`config.mk`:
```
export PLATFORM = sky130hd
export DESIGN_NAME = i2c_master_transaction_sequencer_unit
export DESIGN_NICKNAME = d
export VERILOG_FILES = /design/src/rtl/core/i2cmts_pkg.sv /design/src/rtl/core/i2cmts_step.sv /design/src/rtl/core/i2cmts_outreg.sv /design/src/rtl/core/i2c_master_transaction_sequencer_unit.sv
export VERILOG_INCLUDE_DIRS = /design/src /design/src/rtl/core
export SDC_FILE = /design/constraint.sdc
export NUM_CORES = 1
export LEC_CHECK = 0
export ABC_CLOCK_PERIOD_IN_PS = 5600
export BUFFER_PORTS_ARGS = -buffer_cell sky130_fd_sc_hd__buf_2
export CORE_MARGIN = 8
export CORE_UTILIZATION = 23
export CTS_BUF_LIST = sky130_fd_sc_hd__clkbuf_2
export CTS_CLUSTER_DIAMETER = 40
export DETAILED_ROUTE_END_ITERATION = 10
export PLACE_DENSITY_LB_ADDON = 0.25
export SETUP_SLACK_MARGIN = 0.5
export SKIP_LAST_GASP = 1
export SLEW_MARGIN = 10
export SYNTH_ARGS = -nofsm -noshare
export SYNTH_HDL_FRONTEND = slang
export SYNTH_SLANG_ARGS = --single-unit
```
`constraint.sdc`:
```
create_clock -name clk -period 5.6 [get_ports clk]
set_input_delay 0.56 -clock clk [delete_from_list [all_inputs] [get_ports clk]]
set_output_delay 0.56 -clock clk [all_outputs]
set_load 0.01 [all_outputs]
```
`src/rtl/core/i2c_master_transaction_sequencer_unit_assert.svh`:
```
// ----------------------------------------------------------------------------
// i2c sequencer assertion macros
// shared concurrent assertion forms, clocked on clk, quiet while in reset
// ----------------------------------------------------------------------------
`ifndef I2C_MASTER_TRANSACTION_SEQUENCER_UNIT_ASSERT_SVH
`define I2C_MASTER_TRANSACTION_SEQUENCER_UNIT_ASSERT_SVH

// condition holds in the same cycle
`define I2CMTS_ASSERT_SAME(lbl, ante, cons) \
	lbl: assert property (@(posedge clk) disable iff (!arst_n) (ante) |-> (cons)) \
		else $error("i2c sequencer check failed");

// condition holds in the following cycle
`define I2CMTS_ASSERT_NEXT(lbl, ante, cons) \
	lbl: assert property (@(posedge clk) disable iff (!arst_n) (ante) |=> (cons)) \
		else $error("i2c sequencer check failed");

`endif

```
`src/rtl/core/i2cmts_pkg.sv`:
```
// ----------------------------------------------------------------------------
// i2c master transaction sequencer package
// transaction types, phase encoding, op codes and count width
// ----------------------------------------------------------------------------
`timescale 1ns / 1ps
`default_nettype none

package i2cmts_pkg;

	localparam int COUNT_BITS = 16;

	typedef logic [COUNT_BITS-1:0] count_t;

	localparam logic [1:0] OP_WRITE = 2'd0;
	localparam logic [1:0] OP_READ  = 2'd1;
	localparam logic [1:0] OP_IRQ   = 2'd2;

	typedef enum logic [2:0] {
		PH_IDLE  = 3'd0,
		PH_WADDR = 3'd1,
		PH_RADDR = 3'd2,
		PH_TX    = 3'd3,
		PH_RX    = 3'd4,
		PH_RXEN  = 3'd5,
		PH_STOP  = 3'd6
	} phase_t;

	typedef struct packed {
		logic [1:0]  op;
		logic        nack;
		logic [7:0]  rx_data;
		logic [7:0]  tx_data;
		logic [15:0] length;
	} in_item_t;

	typedef struct packed {
		logic       accepted;
		logic       start_cond;
		logic       stop_cond;
		logic       tx_valid;
		logic [7:0] tx_byte;
		logic       rx_enable;
		logic       ack_pulse;
		logic       ack_value;
		logic       rx_valid;
		logic [7:0] rx_byte;
		logic       busy_res;
		logic       error;
	} out_item_t;

	typedef struct packed {
		phase_t phase;
		count_t remaining;
		logic   addr_check;
		logic   busy;
		logic   error;
	} seq_state_t;

	// length cut or widened to the count width, zero taken as one
	function automatic count_t load_count(logic [15:0] len);
		logic [47:0] ext;
		count_t      cnt;
		ext = {32'd0, len};
		cnt = ext[COUNT_BITS-1:0];
		if (cnt == '0) begin
			cnt = count_t'(1);
		end
		return cnt;
	endfunction

endpackage

`default_nettype wire

```
`src/rtl/core/i2cmts_step.sv`:
```
// ----------------------------------------------------------------------------
// i2c sequencer step logic
// next state and result of one transaction from the current state
// ----------------------------------------------------------------------------
`timescale 1ns / 1ps
`default_nettype none

module i2cmts_step (
	input  var i2cmts_pkg::seq_state_t state_cur,
	input  var i2cmts_pkg::in_item_t   item,
	input  var logic [6:0]             slave_address,
	output i2cmts_pkg::seq_state_t     state_nxt,
	output i2cmts_pkg::out_item_t      result
);

	i2cmts_pkg::count_t rem_dec;
	logic               more;

	assign rem_dec = (state_cur.remaining != '0) ?
		state_cur.remaining - i2cmts_pkg::count_t'(1) : '0;
	assign more = (rem_dec != '0);

	// next state
	always_comb begin
		state_nxt = state_cur;
		unique case (item.op) inside
			i2cmts_pkg::OP_WRITE, i2cmts_pkg::OP_READ: begin
				if (!state_cur.busy) begin
					state_nxt.busy      = 1'b1;
					state_nxt.phase     = (item.op == i2cmts_pkg::OP_READ) ?
						i2cmts_pkg::PH_RADDR : i2cmts_pkg::PH_WADDR;
					state_nxt.remaining = i2cmts_pkg::load_count(item.length);
				end
			end
			i2cmts_pkg::OP_IRQ: begin
				if (state_cur.addr_check && item.nack) begin
					state_nxt.addr_check = 1'b0;
					state_nxt.error      = 1'b1;
					state_nxt.phase      = i2cmts_pkg::PH_IDLE;
				end else begin
					unique case (state_cur.phase)
						i2cmts_pkg::PH_WADDR: begin
							state_nxt.addr_check = 1'b1;
							state_nxt.phase      = i2cmts_pkg::PH_TX;
						end
						i2cmts_pkg::PH_RADDR: begin
							state_nxt.addr_check = 1'b1;
							state_nxt.phase      = i2cmts_pkg::PH_RXEN;
						end
						i2cmts_pkg::PH_TX: begin
							if (item.nack) begin
								state_nxt.phase = i2cmts_pkg::PH_IDLE;
							end else begin
								state_nxt.addr_check = 1'b0;
								state_nxt.remaining  = rem_dec;
								state_nxt.phase      = more ?
									i2cmts_pkg::PH_TX : i2cmts_pkg::PH_STOP;
							end
						end
						i2cmts_pkg::PH_RX: begin
							state_nxt.remaining = rem_dec;
							state_nxt.phase     = more ?
								i2cmts_pkg::PH_RXEN : i2cmts_pkg::PH_STOP;
						end
						i2cmts_pkg::PH_RXEN: begin
							state_nxt.addr_check = 1'b0;
							state_nxt.phase      = i2cmts_pkg::PH_RX;
						end
						i2cmts_pkg::PH_STOP: begin
							state_nxt.phase = i2cmts_pkg::PH_IDLE;
						end
						default: begin
							state_nxt.busy  = 1'b0;
							state_nxt.error = 1'b0;
							state_nxt.phase = i2cmts_pkg::PH_IDLE;
						end
					endcase
				end
			end
			default: begin
				state_nxt = state_cur;
			end
		endcase
	end

	// result fields
	always_comb begin
		result = '0;
		unique case (item.op) inside
			i2cmts_pkg::OP_WRITE, i2cmts_pkg::OP_READ: begin
				if (!state_cur.busy) begin
					result.accepted   = 1'b1;
					result.start_cond = 1'b1;
				end
			end
			i2cmts_pkg::OP_IRQ: begin
				if (state_cur.addr_check && item.nack) begin
					result.stop_cond = 1'b1;
				end else begin
					unique case (state_cur.phase)
						i2cmts_pkg::PH_WADDR: begin
							result.tx_valid = 1'b1;
							result.tx_byte  = {slave_address, 1'b0};
						end
						i2cmts_pkg::PH_RADDR: begin
							result.tx_valid = 1'b1;
							result.tx_byte  = {slave_address, 1'b1};
						end
						i2cmts_pkg::PH_TX: begin
							if (item.nack) begin
								result.stop_cond = 1'b1;
							end else begin
								result.tx_valid = 1'b1;
								result.tx_byte  = item.tx_data;
							end
						end
						i2cmts_pkg::PH_RX: begin
							result.rx_valid  = 1'b1;
							result.rx_byte   = item.rx_data;
							result.ack_pulse = 1'b1;
							result.ack_value = !more;
						end
						i2cmts_pkg::PH_RXEN: begin
							result.rx_enable = 1'b1;
						end
						i2cmts_pkg::PH_STOP: begin
							result.stop_cond = 1'b1;
						end
						default: begin
							result.stop_cond = 1'b0;
						end
					endcase
				end
			end
			default: begin
				result.accepted = 1'b0;
			end
		endcase
		result.busy_res = state_nxt.busy;
		result.error    = state_nxt.error;
	end

endmodule

`default_nettype wire

```
`src/rtl/core/i2cmts_outreg.sv`:
```
// ----------------------------------------------------------------------------
// i2c sequencer result register
// holds one finished transaction until the downstream side takes it
// ----------------------------------------------------------------------------
`timescale 1ns / 1ps
`default_nettype none

module i2cmts_outreg (
	input  var logic                  clk,
	input  var logic                  arst_n,
	input  var logic                  load,
	input  var i2cmts_pkg::out_item_t load_item,
	output logic                      free,
	output logic                      out_valid,
	input  var logic                  out_stall,
	output i2cmts_pkg::out_item_t     out_item
);

	logic                  vld_s2;
	i2cmts_pkg::out_item_t item_s2;

	// empty, or emptied at this edge
	assign free = !vld_s2 || !out_stall;

	always_ff @(posedge clk or negedge arst_n) begin
		if (!arst_n) begin
			vld_s2 <= 1'b0;
		end else if (free) begin
			vld_s2 <= load;
		end
	end

	always_ff @(posedge clk) begin
		if (free && load) begin
			item_s2 <= load_item;
		end
	end

	assign out_valid = vld_s2;
	assign out_item  = item_s2;

endmodule

`default_nettype wire

```
`src/rtl/core/i2c_master_transaction_sequencer_unit.sv`:
```
// ----------------------------------------------------------------------------
// i2c master transaction sequencer unit
// stages: input register, then result register; a result is offered from the
// result register once its transaction leaves the input register, until taken
// throughput: one transaction per cycle while out_stall is low
// reset: arst_n clears phase to idle, count, flags, address and both stages
// ----------------------------------------------------------------------------
`timescale 1ns / 1ps
`default_nettype none

`include "i2c_master_transaction_sequencer_unit_assert.svh"

module i2c_master_transaction_sequencer_unit (
	input  var logic                  clk,
	input  var logic                  arst_n,
	// configuration write channel, slave address only
	input  var logic                  cfg_valid,
	output logic                      cfg_ready,
	input  var logic [6:0]            cfg_data,
	// input transactions
	input  var logic                  in_valid,
	output logic                      in_stall,
	input  var i2cmts_pkg::in_item_t  in_item,
	// result transactions
	output logic                      out_valid,
	input  var logic                  out_stall,
	output i2cmts_pkg::out_item_t     out_item
);

	logic [6:0]             slave_address_q;
	i2cmts_pkg::seq_state_t state_q;
	i2cmts_pkg::seq_state_t state_nxt;
	i2cmts_pkg::out_item_t  step_result;

	logic                   in_vld_s1;
	i2cmts_pkg::in_item_t   in_item_s1;
	logic                   out_free;
	logic                   advance;
	logic                   byte_phase;
	logic                   s1_start;

	// always taken; the user must write only while the block is idle, unchecked
	assign cfg_ready = 1'b1;

	always_ff @(posedge clk or negedge arst_n) begin
		if (!arst_n) begin
			slave_address_q <= '0;
		end else if (cfg_valid && cfg_ready) begin
			slave_address_q <= cfg_data;
		end
	end

	// a held transaction moves on once the result register can take it
	assign advance  = in_vld_s1 && out_free;
	assign in_stall = in_vld_s1 && !out_free;

	// input register
	always_ff @(posedge clk or negedge arst_n) begin
		if (!arst_n) begin
			in_vld_s1 <= 1'b0;
		end else if (!in_stall) begin
			in_vld_s1 <= in_valid;
		end
	end

	always_ff @(posedge clk) begin
		if (in_valid && !in_stall) begin
			in_item_s1 <= in_item;
		end
	end

	// sequencer state, updated once per transaction that leaves stage one
	always_ff @(posedge clk or negedge arst_n) begin
		if (!arst_n) begin
			state_q.phase      <= i2cmts_pkg::PH_IDLE;
			state_q.remaining  <= '0;
			state_q.addr_check <= 1'b0;
			state_q.busy       <= 1'b0;
			state_q.error      <= 1'b0;
		end else if (advance) begin
			state_q <= state_nxt;
		end
	end

	i2cmts_step u_step (
		.state_cur     (state_q),
		.item          (in_item_s1),
		.slave_address (slave_address_q),
		.state_nxt     (state_nxt),
		.result        (step_result)
	);

	// result register, parts the stall path from the state update
	i2cmts_outreg u_outreg (
		.clk       (clk),
		.arst_n    (arst_n),
		.load      (in_vld_s1),
		.load_item (step_result),
		.free      (out_free),
		.out_valid (out_valid),
		.out_stall (out_stall),
		.out_item  (out_item)
	);

	// phases that still owe bytes, and a start waiting in stage one
	assign byte_phase = (state_q.phase == i2cmts_pkg::PH_TX) ||
		(state_q.phase == i2cmts_pkg::PH_RX) || (state_q.phase == i2cmts_pkg::PH_RXEN);
	assign s1_start = (in_item_s1.op == i2cmts_pkg::OP_WRITE) ||
		(in_item_s1.op == i2cmts_pkg::OP_READ);

	// any active phase belongs to a transfer in progress
	`I2CMTS_ASSERT_SAME(a_phase_busy, state_q.phase != i2cmts_pkg::PH_IDLE, state_q.busy)

	// the address check only runs inside a transfer
	`I2CMTS_ASSERT_SAME(a_addr_busy, state_q.addr_check, state_q.busy)

	// byte phases always have at least one byte left
	`I2CMTS_ASSERT_SAME(a_count_live, byte_phase, state_q.remaining != '0)

	// a start taken while idle leaves the block busy
	`I2CMTS_ASSERT_NEXT(a_start_busy, advance && !state_q.busy && s1_start, state_q.busy)

endmodule

`default_nettype wire
```
==> flow_summary.ini <==
[final_layout]
layout.nets = 452
utilization = 0.2668
syn_to_final_growth_pct = 14.44
drive_gt1_frac = 0.2714

[placed_design]
place_hpwl_mm = 7.024
gp_congestion = 0.7898
io_buffer_count = 74

[setup_path]
worstSetupStartpointType = flop
critPathMaxFanout = 31
critical_path_arrival_ns = 3.13
criticalPathCategory = reg -> reg
end_kind = flop
required_ns = 6.10

[timing]
fin_hold_ws_ns = 0.1190
drv_slew = 0
worst_slew_pin_slew_ns = 0.9023
fmax_ghz = 0.3806
rsz0062_at_grt = false
fin_setup_tns_ns = 0
finalHoldViolCount = 0
slew_headroom = 0.3972
fin_crit_sh = 0.4692
fin_crit_ns = 2.627
fin_skew_ns = 0.03539
setup_viol = 0

[yosys]
synth_area_leaders = edfxtp_1, dfrtp_1, nand2_1
ys_seq_area_frac = 0.6125
syn_avg_cell_area_um2 = 12.30
ys_ff_latch = 90
synthTopCellsByCount = edfxtp_1, dfrtp_1, nand2_1, nor2_1, o21ai_0
ys_types = 62
yosys.area.top_type_share = 0.4260
netlist_area_mm2 = 0.004159
yosysTopAreaCell = edfxtp_1
synthesis.nets = 386
synthCells = 338
synth_ff_type = edfxtp_1
yosys_warnings = 0
synth_edf_count = 59
synth.most_common_cell = edfxtp_1
ys_async_sr_fraction = 0.3444

[grt]
grtUsageTotal = 0.09039
grt_pass1_wl_mm = 15.68
grt_max_degree = 36
met1_usage = 0.1069
globalRouteMet2Util = 0.1478
grt_use_met3 = 0.03637
antenna_found_initial = 1
busiest_layer = met2
grt.overflow.total = 0
grt_pass1_vias = 2975

[clock_network]
cts.sinks = 90
clk_pin_slew_worst_paths_ns = 0.24
insertion_delay_ns = 0.60
clock-root-buffer = clkbuf_2
htreeDepth = 3
cts_buffers = 9
cts_tree = done
cts_setup_buffers = 0
clockBufferDepth = 2

[route]
vias = 2878
wire_per_inst_um = 15.44
drt-initial-drc-count = 167
vias_per_cell = 4.504
wl_mm = 9.864
drc = 0
drtAntennaViolNets = 0
drt-pass1-iter-count = 5

[die]
die_area_mm2 = 0.02264
coreArea_mm2 = 0.01784
initial_utilization = 0.2331
die-width_um = 150.5
floorplan.rows = 49
die_h_um = 150.5
ios = 76

[power]
peakVddDrop_v = 0.0001229
power_mw = 1.789
cellPowerDensity_mw_per_mm2 = 375.9
p_leak_nw = 1.868

[job]
cap_violations = 0

[worst_hold_path]
holdCritPathClass = in -> reg

[run_status]
outcome = completed
## per-layer routing
layer / vias to the layer above / routed length (um)
li1: 1389 / -
met1: 1388 / 4275
met2: 93 / 4724
met3: 8 / 757
met4: 0 / 106
met5: - / 0
## final timing paths
kind                              from            endpoint  slack [ns]  cells after the start
hold reg to reg              in_vld_s1  u_outreg.out_valid        0.50                      1
hold / removal             in_item[25]      in_item_s1[25]        0.12                      1
max in group asynchronous       arst_n           in_vld_s1        4.54                      2
min in group asynchronous       arst_n          state_q[3]        0.53                      2
setup / recovery           state_q[19]         state_q[12]        2.97                      6
setup reg to reg           state_q[19]         state_q[12]        2.97                      6
## cells by family (layout without fill, tap and decap cells)
group | count (synthesis) | count (layout) | synth area share
AO/OA/AOI/OAI | 76 | 76 | 0.1297
adder cells (fa/ha/maj) | 1 | 1 | 0.003008
flip-flops | 90 | 90 | 0.6125
other | 1 | 2 | 0.0009017
multiplexers | 11 | 11 | 0.03008
buffers and inverters | 28 | 99 | 0.04753
AND/OR/NAND/NOR | 124 | 124 | 0.1616
XOR/XNOR | 7 | 7 | 0.01474
## worst max-delay path, cell delays in order, from the launching register on
cell and delay [ns]:
dfrtp_1 0.59, nand2b_1 0.24, nor2_1 0.48, o21ai_1 0.19, a21oi_4 0.60, o21ai_0 0.20
a22o_1 0.22
## registers in the layout, summed over array words and instances, names as in the netlist
signal and flops:
u_outreg.out_valid 1, u_outreg.out_item 24, in_item_s1 35, in_vld_s1 1, state_q 22, slave_address_q 7
## placed cells by master (no fill, tap or decap), types with 4 or more instances in the layout
cell type,synthesis,routed
o21ai_0,18,18
nor3_1,12,12
and3_1,10,10
nor2_1,29,29
buf_2,3,74
nand2_1,29,29
nand4_1,5,5
dfrtp_1,31,31
edfxtp_1,59,59
a21oi_1,11,11
nor2b_1,6,6
nand2b_1,8,8
nand3_1,4,4
a22oi_1,9,9
clkinv_1,0,4
xnor2_1,5,5
clkbuf_2,0,9
inv_1,7,7
nor4_1,5,5
a22o_1,10,10
mux2_2,9,9
## per-stage QoR
stage | std cells | worst slack, ns | instance area (um^2)
finish | 639 | 2.973 | 4760
global route | 639 | 2.687 | 4760
CTS | 638 | 2.619 | 4750
detailed placement | 621 | 2.544 | 4653
global placement | 621 | 2.624 | 4653
floorplan | 338 | 3.141 | 4159
## cell type report
| class | instances | area (um^2) |
|---|---|---|
| diodes | 1 | 2.502 |
| clock buffers | 9 | 45.04 |
| repair buffers | 76 | 387.9 |
| multi-input cells | 220 | 1423 |
| well taps | 229 | 286.5 |
| clock inverters | 7 | 41.29 |
| fillers | 1875 | 13080 |
| inverters | 7 | 26.28 |
| flip-flops and latches | 90 | 2547 |
## report_power, final
| group | switching [mW] | leakage [nW] | internal, mW |
|---|---|---|---|
| combinational | 0.282 | 0.866 | 0.230 |
| sequential | 0.162 | 0.944 | 0.831 |
| clock | 0.227 | 0.0573 | 0.0579 |
## repair_timing
| item | 4_1_cts | 5_1_grt |
|---|---|---|
| resized for setup | 0 | 0 |
| endpoints found under the hold margin | 27 | 0 |
| hold buffers | 1 | 0 |
(Power assumes the default switching activity.)
